===== src/skts_pkg.sv =====
// ----------------------------------------------------------------------------
// skts_pkg
// Shared constants, codes and types of the sorted key table search block.
// ----------------------------------------------------------------------------
package skts_pkg;

   localparam int TABLE_DEPTH = 1024;
   localparam int ADDR_W      = (TABLE_DEPTH > 1) ? $clog2(TABLE_DEPTH) : 1;
   localparam int CNT_W       = $clog2(TABLE_DEPTH + 1);
   localparam int KEY_W       = 32;
   localparam int VALUE_W     = 32;

   typedef enum logic [1:0] {
      ACT_LOAD   = 2'd0,
      ACT_LOOKUP = 2'd1,
      ACT_CLEAR  = 2'd2
   } action_type;

   typedef struct packed {
      logic               en;
      logic [ADDR_W-1:0]  addr;
      logic [KEY_W-1:0]   key;
      logic [VALUE_W-1:0] value;
   } wr_port_type;

   typedef struct packed {
      logic              en;
      logic [ADDR_W-1:0] addr;
   } rd_port_type;

   typedef struct packed {
      logic               valid;
      logic               found;
      logic [KEY_W-1:0]   key;
      logic [VALUE_W-1:0] value;
   } result_type;

   // Midpoint of the window [lo, hix - 1]; valid only while lo < hix.
   function automatic logic [ADDR_W-1:0] mid_of(input logic [CNT_W-1:0] lo,
                                                input logic [CNT_W-1:0] hix);
      logic [CNT_W:0] sum;
      sum = {1'b0, lo} + {1'b0, hix} - {{CNT_W{1'b0}}, 1'b1};
      return sum[ADDR_W:1];
   endfunction

endpackage


===== src/skts_search.sv =====
// ----------------------------------------------------------------------------
// skts_search
// Request decode, entry count and the binary search sequencer.
// ----------------------------------------------------------------------------
module skts_search (
   input  logic                         clock,
   input  logic                         reset,
   input  logic                         req_valid,
   output logic                         req_stall,
   input  logic [1:0]                   req_action,
   input  logic [skts_pkg::KEY_W-1:0]   req_entry_key,
   input  logic [skts_pkg::VALUE_W-1:0] req_entry_value,
   output skts_pkg::wr_port_type        wr,
   output skts_pkg::rd_port_type        rd,
   input  logic [skts_pkg::KEY_W-1:0]   rd_key,
   input  logic [skts_pkg::VALUE_W-1:0] rd_value,
   input  logic                         res_ready,
   output skts_pkg::result_type         res
);

   typedef enum logic [1:0] {
      ST_IDLE   = 2'b01,
      ST_SEARCH = 2'b10
   } state_type;

   state_type                        state_ff, state_in;
   logic [skts_pkg::CNT_W-1:0]       count_ff, count_in;
   logic [skts_pkg::CNT_W-1:0]       lo_ff, lo_in;
   logic [skts_pkg::CNT_W-1:0]       hix_ff, hix_in;
   logic [skts_pkg::ADDR_W-1:0]      mid_ff, mid_in;
   logic                             empty_ff, empty_in;
   logic [skts_pkg::KEY_W-1:0]       key_ff, key_in;

   logic                             hit;
   logic                             less;
   logic [skts_pkg::CNT_W-1:0]       mid_ext;
   logic [skts_pkg::CNT_W-1:0]       lo_nx;
   logic [skts_pkg::CNT_W-1:0]       hix_nx;
   logic                             done;

   assign req_stall = (state_ff != ST_IDLE);
   assign mid_ext   = skts_pkg::CNT_W'(mid_ff);
   assign hit       = !empty_ff && (key_ff == rd_key);
   assign less      = key_ff < rd_key;
   assign lo_nx     = less ? lo_ff : (mid_ext + skts_pkg::CNT_W'(1));
   assign hix_nx    = less ? mid_ext : hix_ff;
   assign done      = empty_ff || hit || (lo_nx >= hix_nx);

   always_comb begin
      state_in  = state_ff;
      count_in  = count_ff;
      lo_in     = lo_ff;
      hix_in    = hix_ff;
      mid_in    = mid_ff;
      empty_in  = empty_ff;
      key_in    = key_ff;
      wr.en     = 1'b0;
      wr.addr   = count_ff[skts_pkg::ADDR_W-1:0];
      wr.key    = req_entry_key;
      wr.value  = req_entry_value;
      rd.en     = 1'b0;
      rd.addr   = mid_ff;
      res.valid = 1'b0;
      res.found = hit;
      res.key   = hit ? rd_key : '0;
      res.value = hit ? rd_value : '0;
      unique case (state_ff)
         ST_IDLE: begin
            if (req_valid) begin
               unique case (req_action)
                  skts_pkg::ACT_LOAD: begin
                     if (req_entry_key != '0 &&
                         count_ff < skts_pkg::CNT_W'(skts_pkg::TABLE_DEPTH)) begin
                        wr.en    = 1'b1;
                        count_in = count_ff + skts_pkg::CNT_W'(1);
                     end
                  end
                  skts_pkg::ACT_LOOKUP: begin
                     key_in   = req_entry_key;
                     lo_in    = '0;
                     hix_in   = count_ff;
                     empty_in = (count_ff == '0);
                     mid_in   = skts_pkg::mid_of('0, count_ff);
                     rd.en    = (count_ff != '0);
                     rd.addr  = mid_in;
                     state_in = ST_SEARCH;
                  end
                  skts_pkg::ACT_CLEAR: begin
                     count_in = '0;
                  end
                  default: begin
                  end
               endcase
            end
         end
         ST_SEARCH: begin
            if (done) begin
               if (res_ready) begin
                  res.valid = 1'b1;
                  state_in  = ST_IDLE;
               end
            end else begin
               lo_in   = lo_nx;
               hix_in  = hix_nx;
               mid_in  = skts_pkg::mid_of(lo_nx, hix_nx);
               rd.en   = 1'b1;
               rd.addr = mid_in;
            end
         end
         default: begin
            state_in = ST_IDLE;
         end
      endcase
   end

   always_ff @(posedge clock) begin
      if (reset) begin
         state_ff <= ST_IDLE;
         count_ff <= '0;
      end else begin
         state_ff <= state_in;
         count_ff <= count_in;
      end
      lo_ff    <= lo_in;
      hix_ff   <= hix_in;
      mid_ff   <= mid_in;
      empty_ff <= empty_in;
      key_ff   <= key_in;
   end

   a_count_range: assert property (@(posedge clock) disable iff (reset)
      count_ff <= skts_pkg::CNT_W'(skts_pkg::TABLE_DEPTH))
      else $error("entry count exceeds table depth");

   a_probe_window: assert property (@(posedge clock) disable iff (reset)
      (state_ff == ST_SEARCH && !empty_ff) |->
      (lo_ff <= mid_ext && mid_ext < hix_ff && hix_ff <= count_ff))
      else $error("probe outside the search window");

   a_read_then_search: assert property (@(posedge clock) disable iff (reset)
      rd.en |=> (state_ff == ST_SEARCH))
      else $error("read data arrived outside a search");

   a_write_idle: assert property (@(posedge clock) disable iff (reset)
      wr.en |-> (state_ff == ST_IDLE && !rd.en))
      else $error("table write during a search");

endmodule

===== config.mk =====
export PLATFORM = sky130hd
export DESIGN_NAME = skts_search
export DESIGN_NICKNAME = d
export VERILOG_FILES = /design/src/skts_pkg.sv /design/src/skts_search.sv
export SDC_FILE = /design/constraint.sdc
export NUM_CORES = 1
export LEC_CHECK = 0
export BUFFER_PORTS_ARGS = -buffer_cell sky130_fd_sc_hd__buf_2
export CAP_MARGIN = 5
export CORE_MARGIN = 3
export CORE_UTILIZATION = 45
export DETAILED_ROUTE_END_ITERATION = 8
export PLACE_DENSITY = 0.77
export REMOVE_ABC_BUFFERS = 1
export SLEW_MARGIN = 10
export SYNTH_ARGS = -nofsm -noshare
export SYNTH_HDL_FRONTEND = slang
export SYNTH_SLANG_ARGS = --single-unit

===== constraint.sdc =====
create_clock -name clock -period 13.4 [get_ports clock]
set_input_delay 0.67 -clock clock [delete_from_list [all_inputs] [get_ports clock]]
set_output_delay 0.67 -clock clock [all_outputs]
set_load 0.05 [all_outputs]

==> flow_summary.toml <==
[place]
hpwlAfterDp_mm = 17.6
dp.cells = 994
gp_congestion = 0.931
io_buffers = 222
place_area_um2 = 7080

[floorplan]
die_area_um2 = 15600
fp.coreArea_um2 = 13500
die_h_um = 125
rows = 42
die_w_um = 125
ios = 287
start_util_pct = 47.0

[global_route]
grt-ovfl-total = 0
grt_pass1_wl_mm = 31.9
grtUsageTotal_pct = 27.0
grt_pass1_vias = 5414
antenna_found_initial = 0
grt_max_degree = 35

[clocking]
clock_path_buffers = 2
cts_resized = 0
postCtsHoldBufs = 0
clk_pin_slew_ps = 60
insertion_delay_ps = 350
cts_tree = "yes"
numClockSinks = 78
cts_made_buffers = 9
post_cts_buffers = 0
htree_levels = 3
clock-root-buffer = "clkbuf_16"

[sta]
fmax_mhz = 163
rsz0062_at_grt = "false"
fin_crit_sh_pct = 45.8
worstMarginPinSlew_ps = 658
tns_ps = 0
fin_worst_skew_ps = 11.4
min_period_ps = 6130
finalMaxSlewViolations = 0
finalSetupViolCount = 0
final_hold_viol_count = 0
slew_headroom_pct = 56.1

[setup_path]
crit_path_start_kind = "primary input"
criticalPathCategory = "in2out"
worstSetupStartpoint = "rd_key[30]"
r2r-start = "key_ff[29]"
crit_path_end_kind = "output pin"
required_ps = 12730
worstPathArrival_ps = 5460
crit_path_max_fanout = 22
rr_worst_depth = 16
r2r-end = "lo_ff[6]"
worstSetupEndpoint = "rd[9]"
r2r_setup_slack_ps = 8520

[power_and_ir_drop]
power_density_nw_per_um2 = 185
p_seq_share_pct = 25.3
p_comb_share_pct = 55.5
p_switching_uw = 620
power.clock.fraction_pct = 19.2
leakagePower_uw = 0.00363
internal_power_uw = 748
peakVddDrop_uv = 173
swShare_pct = 45.3

[synthesis]
yosysTopAreaCell = "edfxtp_1"
synth.top_cells.by_count = "buf_4, ha_1, edfxtp_1"
synth_top_family_by_area = "simple AND/OR/NAND/NOR gates"
ys.flop_type = "edfxtp_1"
synth_xor_area_share_pct = 4.96
synth-compound-area-share_pct = 9.36
synthTopCellsByArea = "edfxtp_1, ha_1, buf_4, mux2i_1, dfxtp_1"
async_reset_ff_share_pct = 0
ys_seq_area_share_pct = 34.8
synth_top_area_share_pct = 30.7
postSynthAreaPerCell_um2 = 9.21
synthAdderAreaFrac_pct = 13.2
synth_edf_count = 65
synth_seq_cells = 78
yosysMostFrequentCell = "buf_4"
ys_types = 55
synth_mux_area_share_pct = 4.79
syn_inst = 690
syn_area_um2 = 6350
yosys.area_share.simple_pct = 18.2
synth-warning-count = 0

[route]
drtIter0Drc = 392
ant_nets = 0
routed_wl_mm = 21.8
num_vias = 5561
wire_per_inst_um = 21.5
viasPerCell = 5.51
drtPass1Iterations = 4
drcViolationCount = 0

[layout]
nets = 1029
fin_util_pct = 54.7
nFillCells = 1228
drive_above_1_share_pct = 30.9
syn_to_final_growth_pct = 16.3
final_cells = 1010
design_area_um2 = 7390
diodes = 0

[flow_run]
drv_cap = 0

[run_status]
outcome = "finished clean"

[hold_path]
hp-class = "in2reg"
-- cells by family after synthesis --
kind of cell / after synthesis
AOI/OAI and AO/OA: 89
xor gates and xnor gates: 36
adders and majority gates: 67
buffers and inverters: 167
DFF: 78
muxes: 30
and+or+nand+nor: 223
-- worst min-delay path by stage --
| stage | start | end | cells after the start |
|---|---|---|---|
| 5_1_grt | req_entry_key[9] | key_ff[9] | 1 |
| 3_5_place_dp | state_ff[1] | state_ff[1] | 2 |
| 4_1_cts | req_entry_key[9] | key_ff[9] | 1 |
| 6_report | req_entry_key[9] | key_ff[9] | 1 |
| 2_1_floorplan | state_ff[0] | state_ff[0] | 2 |
| 3_3_place_gp | state_ff[0] | state_ff[0] | 2 |
-- metal layers --
| layer | routed length, um | vias up | part of all wire, % | track usage [%] |
|---|---|---|---|---|
| met4 | 586 | 2 | 2.7 | 8.80 |
| met1 | 7800 | 2562 | 36 | 29.6 |
| met3 | 2840 | 39 | 13 | 13.1 |
| met5 | 88 | - | 0.40 | 4.58 |
| met2 | 10400 | 343 | 48 | 45.6 |
| li1 | - | 2615 | - | - |
-- flip-flops by register name, indices dropped and copies added, names as in the netlist --
signal and flops:
empty_ff 1, key_ff 32, hix_ff 11, lo_ff 11, count_ff 11, mid_ff 10, state_ff 2
-- through the flow --
step / hold WS, ps / setup WS (ps) / power, uW
after floorplan: 478 / 5980 / 888
after global placement: 504 / 7350 / 1080
after detailed placement: 533 / 7300 / 1100
after CTS: 520 / 7260 / 1360
after global routing: 523 / 6900 / 1450
final: 527 / 7270 / 1370
-- layout by cell type, fill, tap and decap left out, types with 3 or more instances in the layout --
cell / n
nand3_1: 16
xor2_1: 18
nor4_1: 11
mux2i_1: 27
nand4_1: 17
edfxtp_1: 65
o2bb2ai_1: 6
a21oi_1: 40
mux2_2: 3
nor3_1: 38
a221oi_1: 3
a21o_1: 3
dfxtp_1: 13
buf_2: 222
xnor2_1: 18
and2_1: 37
ha_1: 66
clkbuf_16: 9
and3_1: 6
nand2b_1: 4
o32a_1: 4
nor2_1: 55
nor2b_1: 4
nand2_1: 21
o21ai_0: 15
or3_1: 4
inv_1: 64
buf_4: 9
-- critical path, cell delays in order --
cell       delay (ps)
buf_2             100
inv_1              70
ha_1              300
nand4_1           160
nor4_2            560
o311a_1           340
a211oi_4           60
buf_4             280
mux2i_1           290
inv_1              80
ha_1              320
ha_1              240
maj3_2            350
a2111oi_4         400
o311ai_0          230
xnor2_1           240
o21ai_0           100
a21oi_1           330
buf_2             340
-- area by class of cell --
class                   instances  area, um2  share of cell area, %
well taps                     176        220                   2.98
multi-input cells             445       3220                   43.6
clock inverters                 6       86.3                   1.17
inverters                      64        240                   3.25
repair buffers                231       1180                   15.9
flip-flops and latches         78       2210                   29.9
clock buffers                  10        229                   3.10
-- power by group through the flow --
stage	Clock, uW	Sequential, uW	Combinational (uW)
3_5_place_dp	0	350	747
4_1_cts	265	346	753
3_3_place_gp	0	348	734
5_1_grt	273	350	825
6_report	263	345	760
2_1_floorplan	0	347	540
No activity file was read; power rests on OpenSTA's default activity.
